==> src/hdl/lz4d_pkg.sv <==
// shared types and constants for the lz4 block decompressor
package lz4d_pkg;

  localparam int WindowBytes    = 65536;
  localparam int HistAw         = 16;
  localparam int MaxBlockBytes  = 1048576;
  localparam int MaxCopyPerItem = 64;
  localparam int LenW           = 21;

  localparam logic [LenW-1:0] LenSat = {LenW{1'b1}};
  localparam logic [LenW-1:0] BlkMax = LenW'(MaxBlockBytes);

  typedef enum logic [1:0] {
    CMD_START = 2'd0,
    CMD_BYTE  = 2'd1,
    CMD_DRAIN = 2'd2,
    CMD_BAD   = 2'd3
  } cmd_t;

  typedef enum logic [2:0] {
    ST_OK       = 3'd0,
    ST_LIT_OVER = 3'd1,
    ST_IN_SHORT = 3'd2,
    ST_ZERO_OFF = 3'd3,
    ST_FAR_OFF  = 3'd4,
    ST_MAT_OVER = 3'd5,
    ST_REFUSED  = 3'd6,
    ST_IGNORED  = 3'd7
  } status_t;

  localparam logic [1:0] ADDR_IN_SIZE   = 2'd0;
  localparam logic [1:0] ADDR_OUT_LIMIT = 2'd1;

  // one queued request from the front part to the back part
  typedef struct packed {
    cmd_t       cmd;
    logic [7:0] data;
  } req_t;

endpackage

==> src/hdl/lz4d_req_fifo.sv <==
// two-entry request queue between the front and back parts
module lz4d_req_fifo (
  input  logic             clk,
  input  logic             rst,
  input  logic             push,
  input  lz4d_pkg::req_t   push_req,
  output logic             full,
  input  logic             pop,
  output logic             not_empty,
  output lz4d_pkg::req_t   head
);

  lz4d_pkg::req_t slot [2];
  logic           rd_ptr;
  logic           wr_ptr;
  logic [1:0]     count;

  assign full      = (count == 2'd2);
  assign not_empty = (count != 2'd0);
  assign head      = slot[rd_ptr];

  always_ff @(posedge clk) begin
    if (push && !full) begin
      slot[wr_ptr] <= push_req;
    end
  end

  always_ff @(posedge clk) begin
    if (rst) begin
      rd_ptr <= 1'b0;
      wr_ptr <= 1'b0;
      count  <= 2'd0;
    end else begin
      if (push && !full) begin
        wr_ptr <= ~wr_ptr;
      end
      if (pop && not_empty) begin
        rd_ptr <= ~rd_ptr;
      end
      count <= count + 2'((push && !full) ? 1 : 0) - 2'((pop && not_empty) ? 1 : 0);
    end
  end

endmodule

==> config.mk <==
export PLATFORM = sky130hd
export DESIGN_NAME = lz4d_req_fifo
export DESIGN_NICKNAME = d
export VERILOG_FILES = /design/src/hdl/lz4d_pkg.sv /design/src/hdl/lz4d_req_fifo.sv
export SDC_FILE = /design/constraint.sdc
export NUM_CORES = 1
export LEC_CHECK = 0
export ABC_CLOCK_PERIOD_IN_PS = 2700
export BUFFER_PORTS_ARGS = -buffer_cell sky130_fd_sc_hd__buf_2
export CORE_ASPECT_RATIO = 1.25
export CORE_MARGIN = 1.5
export CORE_UTILIZATION = 30
export CTS_CLUSTER_SIZE = 14
export DETAILED_ROUTE_END_ITERATION = 7
export PLACE_DENSITY = 0.47
export SYNTH_ARGS = -nofsm -noshare
export SYNTH_HDL_FRONTEND = slang
export SYNTH_SLANG_ARGS = --single-unit
==> constraint.sdc <==
create_clock -name clk -period 2.7 [get_ports clk]
set_input_delay 0.54 -clock clk [delete_from_list [all_inputs] [get_ports clk]]
set_output_delay 0.54 -clock clk [all_outputs]
set_load 0.01 [all_outputs]
==> results of run 1 <==
[layer usage]
metal  global-route usage  vias to the layer above
met1                0.104                      243
met3               0.0204                        2
met2                0.154                       14
met5                    0                        -
li1                     -                      261
met4               0.0481                        0
[through the flow]
stage | hold WS [ps] | setup WS [ps] | util | instance area (um2)
final | 412 | 692 | 0.386 | 1150
after global routing | 385 | 569 | 0.386 | 1150
after CTS | 399 | 637 | 0.386 | 1150
after detailed placement | 480 | 949 | 0.376 | 1120
after global placement | 482 | 981 | 0.376 | 1120
after floorplan | 451 | 1130 | - | 953
[final cells by class]
cell class,count,share of cell area
sequential,25,0.611
multi-input combinational,27,0.203
timing repair buffer,25,0.109
tap,36,0.0393
clock buffer,3,0.0197
inverter,4,0.0131
clock inverter,1,0.00437
[registers in the layout (all words and copies together), names as in the netlist, named ones only]
name    cells
slot       20
rd_ptr      1
count       2
wr_ptr      1
[placed cells by master, fill, tap and decap left out]
cell / synthesis / routed
nor2b_1: 1 / 1
a21oi_1: 1 / 1
nor2_1: 3 / 3
dfxtp_1: 5 / 5
nand2_1: 1 / 1
o21ai_0: 1 / 1
xor2_1: 1 / 1
or3_1: 1 / 1
inv_1: 3 / 3
and3_2: 1 / 1
clkbuf_4: 0 / 3
o21a_2: 1 / 1
or2_2: 1 / 1
nand2b_2: 1 / 1
mux2_2: 1 / 1
xnor2_1: 2 / 2
ha_1: 2 / 2
clkinv_2: 0 / 1
inv_2: 1 / 1
buf_2: 1 / 25
mux2_1: 9 / 9
edfxtp_1: 20 / 20
[where the power goes]
part	internal (uW)	switching [uW]
Clock	55.3	106
Combinational	136	126
Sequential	483	41.9
[cells by family (layout without fill, tap and decap cells)]
group | count (synthesis) | after routing
multiplexers | 10 | 10
flip-flops | 25 | 25
buffers and inverters | 5 | 33
XOR/XNOR | 3 | 3
AND/OR/NAND/NOR | 9 | 9
adder cells (fa/ha/maj) | 2 | 2
AO/OA/AOI/OAI | 3 | 3
[worst paths after layout]
check	start	endpoint	cells past startpoint
worst max register to register	count[1]	count[1]	7
worst min register to register	wr_ptr	wr_ptr	2
worst min-delay path	push_req[1]	slot[1][1]	1
worst max-delay path	register	head[9]	2
==> metrics, run 1 <==
Synth area leader=edfxtp_1; Placer Congestion=a little under 0.6; Worst R2R Setup Slack=1160 ps; Detail Route Antenna Nets=0; footprint of the multi-input gates=roughly 230 um2; register area share after synthesis=0.735; I/O pins=26; peak supply drop=between 300 and 400 uV; post-synthesis cell type count=20; First DRT Iteration DRCs=7; Hold Vio Cnt, Final=0; share of cells above drive strength 1=0.412; Max transition margin=0.681; Req. time, crit path=roughly 2200 ps; Reg area=roughly 700 um2; Warnings, synthesis=0; CTS resizes=0; slowest CP cell=dfxtp_1; Pwr Density=828 mW/mm2; Synth Area per Inst=between 15 and 20 um2; achievable frequency=0.498 GHz; Mapped Cells=57; DR DRC count=0; HP Class=input port to register; drt wl/cell=~12 um; Compound-Gate Fraction of Synth Area=0.0197; mux cell area share after synthesis=0.118; Port Buf Inserts=25; CTS tree=done; Max-Cap Viols=0; worst-case clock buffer depth=2; DR top layer=met4; RSZ-0062 raised after global routing=false; post-layout net count=102; clock sinks=25; Synth area leaders=edfxtp_1, mux2_1, dfxtp_1, ha_1, xnor2_1; first-pass GRT wire length=2240 um; # diodes=0; CP max stage delay=640 ps; Yosys reg bits=25; worst path arrival time=roughly 1500 ps; GR Util All Layers=0.0912; DR vias=520; Buf/Inv on CP=1; drt pass-1 iters=4; Setup TNS=0 ps; WL met1=just over 600 um; # Post-CTS Setup Buffers=0; clock latency on the worst-skew pair=310 ps; status=finished, final reports clean; Root Driver=clkbuf_4; Pwr Total=around 950 uW; fin crit share=0.744; Async SR Flop Fraction=0; Post-Place Cells=roughly 120; count leader, synth=edfxtp_1; Die Area=0.00353 mm2; GRT overflow=0; startpoint types=register; H-tree levels=1; Area growth, synth to finish=20.2%; synthesized-area fraction occupied by adder cells=0.0262; Met3 Routed Length=between 60 and 70 um; initial antenna violation count=0; CTS Buf Count=3; Primary FF master, synth=edfxtp_1; post-synthesis xor/xnor area fraction=0.0276; clk_skew=1.80 ps; worst path cell trace=mux2_2 -> buf_2; synthesized net count=73; Slew @ Worst Pin=478 ps; final wirelength=1430 um; Worst path top cell family by delay=flip-flops; final setup fails=0; worst-path maximum fanout=10; largest family of logic cells by synthesized area=multiplexers; core area=approximately 0.0030 mm2; detail-routed via count per cell=approximately 4.3; Syn Std Cell Area=953 um2; Layout Cells excl Fill=121; min cycle time layout=roughly 2000 ps; top cells by count, synth=edfxtp_1, mux2_1, dfxtp_1; Post-synth EDFFs=20; initial core utilization=0.321; # fillers=roughly 310; share of the synthesized area in the top cell type=0.630; Die Ht=roughly 66 um; Final Slew Violations=0; post-synthesis simple-gate area fraction=0.0525; vias in the first global route=approximately 530; pin count of the biggest net entering global routing=15; Clk pin slew, worst setup/hold paths=130 ps; die width=around 53 um; hold buffers post-CTS=0; Site Rows=22; WS Path Type=register to primary output; leakage power total=0.000469 uW; WL met2=~730 um; critical path endpoint category=primary output
(Power assumes the default switching activity.)
==> run 2, diff against run 1 <==
ABC_AREA = 1   (was unset)
ABC_CLOCK_PERIOD_IN_PS = 2009   (was 2700)
PLACE_DENSITY = 0.46   (was 0.47)
clock period = 2.01 ns   (was 2.7 ns; I/O delays follow)
==> metrics, run 2 <==
status=finished, final reports clean; Port Buf Inserts=25; Die Area=roughly 0.0037 mm2; # Post-CTS Setup Buffers=0; Warnings, synthesis=0; Placer Congestion=between 0.6 and 0.7; CP max stage delay=320 ps; hold path depth=2; Reg area=~700 um2; die width=55.0 um; Max transition margin=0.733; drt pass-1 iters=2; core area=0.00322 mm2; footprint of the multi-input gates=about 270 um2; Post-synth EDFFs=20; Synth Area per Inst=~15 um2; vias in the first global route=about 560; most common cell after layout, fill and taps aside=buf_2; clock latency on the worst-skew pair=260 ps; register area share after synthesis=0.692; Area growth, synth to finish=21.8%; leakage power total=0.000545 uW; Hold Vio Cnt, Final=0; hold buffers post-CTS=0; Detail Route Antenna Nets=0; destination of the worst hold path=count[0]; synthesized net count=85; startpoint types=register; Yosys reg bits=25; final wirelength=~1400 um; Synth area leader=edfxtp_1; I/O pins=26; CTS resizes=0; detail-routed via count per cell=around 4.1; H-tree levels=1; pin count of the biggest net entering global routing=14; Setup TNS=0 ps; Synth area leaders=edfxtp_1, mux2_4, dfxtp_1, inv_1, nand2_1; RSZ-0062 raised after global routing=false; WL met2=approximately 750 um; Req. time, crit path=1610 ps; Mapped Cells=around 70; Worst R2R Setup Slack=520 ps; Site Rows=23; Max-Cap Viols=0; Pwr Density=1180 mW/mm2; Largest Register=slot; CTS tree=done; # fillers=~330; peak supply drop=between 600 and 700 uV; first-pass GRT wire length=2160 um; worst path arrival time=approximately 1300 ps; critical path endpoint category=primary output; Root Driver=clkbuf_8; slowest CP cell=mux2_4; Primary FF master, synth=edfxtp_1; clk_skew=3.77 ps; GRT overflow=0; most frequent cells in the layout=buf_2, edfxtp_1, mux2_4; share of the synthesized area in the top cell type=0.593; detailed placer's ending HPWL=1050 um; reg2reg start=count[0]; Final Slew Violations=0; worst-case clock buffer depth=2; top cells by count, synth=edfxtp_1, mux2_4, inv_1; worst-path maximum fanout=10; initial core utilization=0.314; count leader, synth=edfxtp_1; R2R depth=10; WS Path Type=register to primary output; DR vias=558; DR top layer=met4; initial antenna violation count=0; final setup fails=0; Clk pin slew, worst setup/hold paths=80 ps; Post-Place Cells=132; GR Util All Layers=0.0811; HP Class=input port to register; Top Registers=slot: 20 flops, count: 2 flops; achievable frequency=between 0.6 and 0.7 GHz; Syn Std Cell Area=between 0.001 and 0.0015 mm2; DR DRC count=0; Layout Cells excl Fill=between 100 and 150; worst path cell trace=buf_4 -> mux2_4 -> buf_2; post-layout net count=about 120; fin crit share=0.822; drt wl/cell=between 10 and 15 um; Async SR Flop Fraction=0; # diodes=0; share of cells above drive strength 1=0.414; WL met1=about 570 um; post-synthesis cell type count=11; Die Ht=67.9 um; RR Endpoint=count[1]; Met3 Routed Length=~94 um; min cycle time layout=1650 ps; CTS Buf Count=3; Hold Path Origin=rst; Slew @ Worst Pin=approximately 400 ps; clock sinks=25; First DRT Iteration DRCs=5; max FFs per register=20
run 2: worst max-delay path, delay by kind of cell, from the launching register on:
family | cells | cell delay [ps]
mux | 1 | 320
flops | 1 | 310
buf+inv | 2 | 360
run 2: metal layers:
layer  up-vias  GRT usage
met1       244     0.0867
met5         -          0
met4         0     0.0366
li1        295          -
met3         2     0.0153
met2        17      0.149
run 2: worst max-delay path by stage:
stage | from | end | slack, ps | cells past startpoint
detailed placement | pop | count[1] | 520 | 10
CTS | register | head[3] | 340 | 3
global placement | count[0] | count[1] | 530 | 10
finish | register | head[3] | 360 | 3
global route | register | head[3] | 320 | 3
floorplan | count[0] | count[1] | 620 | 10
run 2: kinds of logic (layout without fill, tap and decap cells):
kind of cell,after synthesis,in the layout,share of synthesized area
flops,25,25,0.692
simple gates,20,20,0.0803
mux,10,10,0.148
buf+inv,10,40,0.0445
fa+ha+maj,2,2,0.0247
compound gates,2,2,0.00989
run 2: final cells by class:
class,count,area share
Sequential cell,25,0.569
Multi-Input combinational cell,34,0.216
Timing Repair Buffer,27,0.114
Tap cell,37,0.0376
Clock buffer,4,0.0365
Inverter,9,0.0274
run 2: power breakdown:
| part | leakage (uW) | switching (uW) | internal, uW | total (uW) |
|---|---|---|---|---|
| Sequential | 0.000228 | 34.9 | 661 | 696 |
| Combinational | 0.000294 | 244 | 230 | 474 |
| Clock | 0.0000228 | 141 | 141 | 282 |
| Total | 0.000545 | 419 | 1030 | 1450 |
run 2: per-stage QoR:
stage	utilization	worst slack (ps)	hold slack, ps	cell area [um2]	power [uW]
after CTS	0.382	343	299	1230	1470
final	0.382	357	306	1230	1450
after global routing	0.382	317	310	1230	1560
after floorplan	-	622	467	1010	1050
after global placement	0.368	535	493	1190	1190
after detailed placement	0.368	519	497	1190	1190
==> run 3, diff against run 2 <==
ABC_AREA = 0   (was 1)
ABC_CLOCK_PERIOD_IN_PS = 1600   (was 2009)
PLACE_DENSITY = 0.47   (was 0.46)
clock period = 1.6 ns   (was 2.01 ns; I/O delays follow)
==> metrics, run 3 (same netlist as run 1, synthesis figures left out) <==
final wirelength=roughly 1500 um; Site Rows=22; post-layout net count=around 110; worst path arrival time=roughly 1800 ps; Req. time, crit path=roughly 1800 ps; slowest CP cell=dfxtp_4; initial antenna violation count=0; Clk pin slew, worst setup/hold paths=between 100 and 150 ps; Largest Register=slot; startpoint types=register; RR Endpoint=count[1]; achievable frequency=around 0.64 GHz; Final Slew Violations=0; Max transition margin=0.828; status=finished, final reports clean; First DRT Iteration DRCs=12; leakage power total=between 0.0005 and 0.0006 uW; GRT busiest layer=met2; Worst R2R Setup Slack=40 ps; Pwr Density=1450 mW/mm2; Finished Core Util=0.445; vias in the first global route=roughly 560; GR Util All Layers=0.0954; worst-path maximum fanout=4; DP Area=0.00115 mm2; drt wl/cell=12.3 um; die width=~53 um; drt pass-1 iters=4; Area growth, synth to finish=38.7%; RSZ-0062 raised after global routing=true; Reg area=around 710 um2; reg2reg start=count[1]; # fillers=298; # diodes=0; clock sinks=25; fin crit share=0.973; CTS Buf Count=3; Hold Vio Cnt, Final=0; footprint of the multi-input gates=292 um2; critical path endpoint category=register; WS Path Type=register to register; CP max stage delay=390 ps; worst path cell trace=o21a_4 -> ha_1 -> inv_1 -> ha_2 -> xor2_2 -> xnor2_1 -> nor2_1; Max-Cap Viols=0; worst-case clock buffer depth=2; min cycle time layout=~1600 ps; core area=about 0.0030 mm2; most common cell after layout, fill and taps aside=edfxtp_1; clock latency on the worst-skew pair=around 300 ps; DR vias=550; first-pass GRT wire length=between 2000 and 2500 um; Top Registers=slot: 20 flops, count: 2 flops; H-tree levels=1; Post-Layout Inst Area=about 0.0013 mm2; peak supply drop=~670 uV; hold buffers post-CTS=0; Placer Congestion=0.564; detail-routed via count per cell=around 4.4; I/O pins=26; Worst path top cell family by delay=adder cells; Port Buf Inserts=25; share of cells above drive strength 1=0.584; pin count of the biggest net entering global routing=14; most frequent cells in the layout=edfxtp_1, buf_2, buf_6; Slew @ Worst Pin=about 260 ps; hold path depth=1; Root Driver=clkbuf_4; destination of the worst hold path=slot[1][4]; Die Area=between 0.003 and 0.004 mm2; met1 Use GR=0.0997; max FFs per register=20; final setup fails=0; CTS tree=done; Detail Route Antenna Nets=0; Hold Path Origin=push_req[4]; met3 usage=0.0226; DR DRC count=0; initial core utilization=0.321; clk_skew=slightly below 8 ps; GRT overflow=0; HP Class=input port to register; Buf/Inv on CP=1; detailed placer's ending HPWL=roughly 1100 um; R2R depth=7; Die Ht=roughly 66 um; met2 Usage GRT=0.167
[run 3: area by class of cell]
| type | instances | share of cell area |
|---|---|---|
| clock buffer | 4 | 0.0199 |
| inverter | 4 | 0.0114 |
| multi-input combinational | 27 | 0.220 |
| sequential | 25 | 0.535 |
| tap | 36 | 0.0341 |
| timing repair buffer | 29 | 0.180 |
[run 3: metal layers]
| layer | up-vias | wire (um) |
|---|---|---|
| met5 | - | 0 |
| met1 | 266 | 593 |
| met2 | 16 | 856 |
| met3 | 2 | 73 |
| li1 | 266 | - |
| met4 | 0 | 19 |
[run 3: through the flow]
stage	hold WS, ps	TNS, ps	setup slack [ps]	total power (uW)	cells
floorplan	389	0	140	1200	57
global placement	468	0	120	1390	119
detailed placement	496	0	41.3	1410	119
CTS	188	0	6.15	1710	124
global route	173	-50.0	-33.0	2040	125
finish	196	0	43.7	1920	125
[run 3: power breakdown]
part,leakage [uW],total [uW],switching (uW),internal [uW]
registers,0.000230,887,61.3,826
logic,0.000304,763,298,465
clock network,0.0000150,266,169,97.1
[run 3: worst max-delay path by stage]
stage / cells after the start / endpoint / from
2_1_floorplan: 7 / count[1] / count[1]
3_3_place_gp: 7 / count[1] / count[1]
3_5_place_dp: 7 / count[1] / count[1]
4_1_cts: 3 / head[9] / register
5_1_grt: 7 / count[1] / count[1]
6_report: 7 / count[1] / count[1]
[run 3: what timing repair did]
item | CTS | global route
setup buffers | 0 | 1
pin swaps | 0 | 3
gates cloned | 1 | 0
setup endpoints to repair | 10 | 11
gates resized for setup | 4 | 27
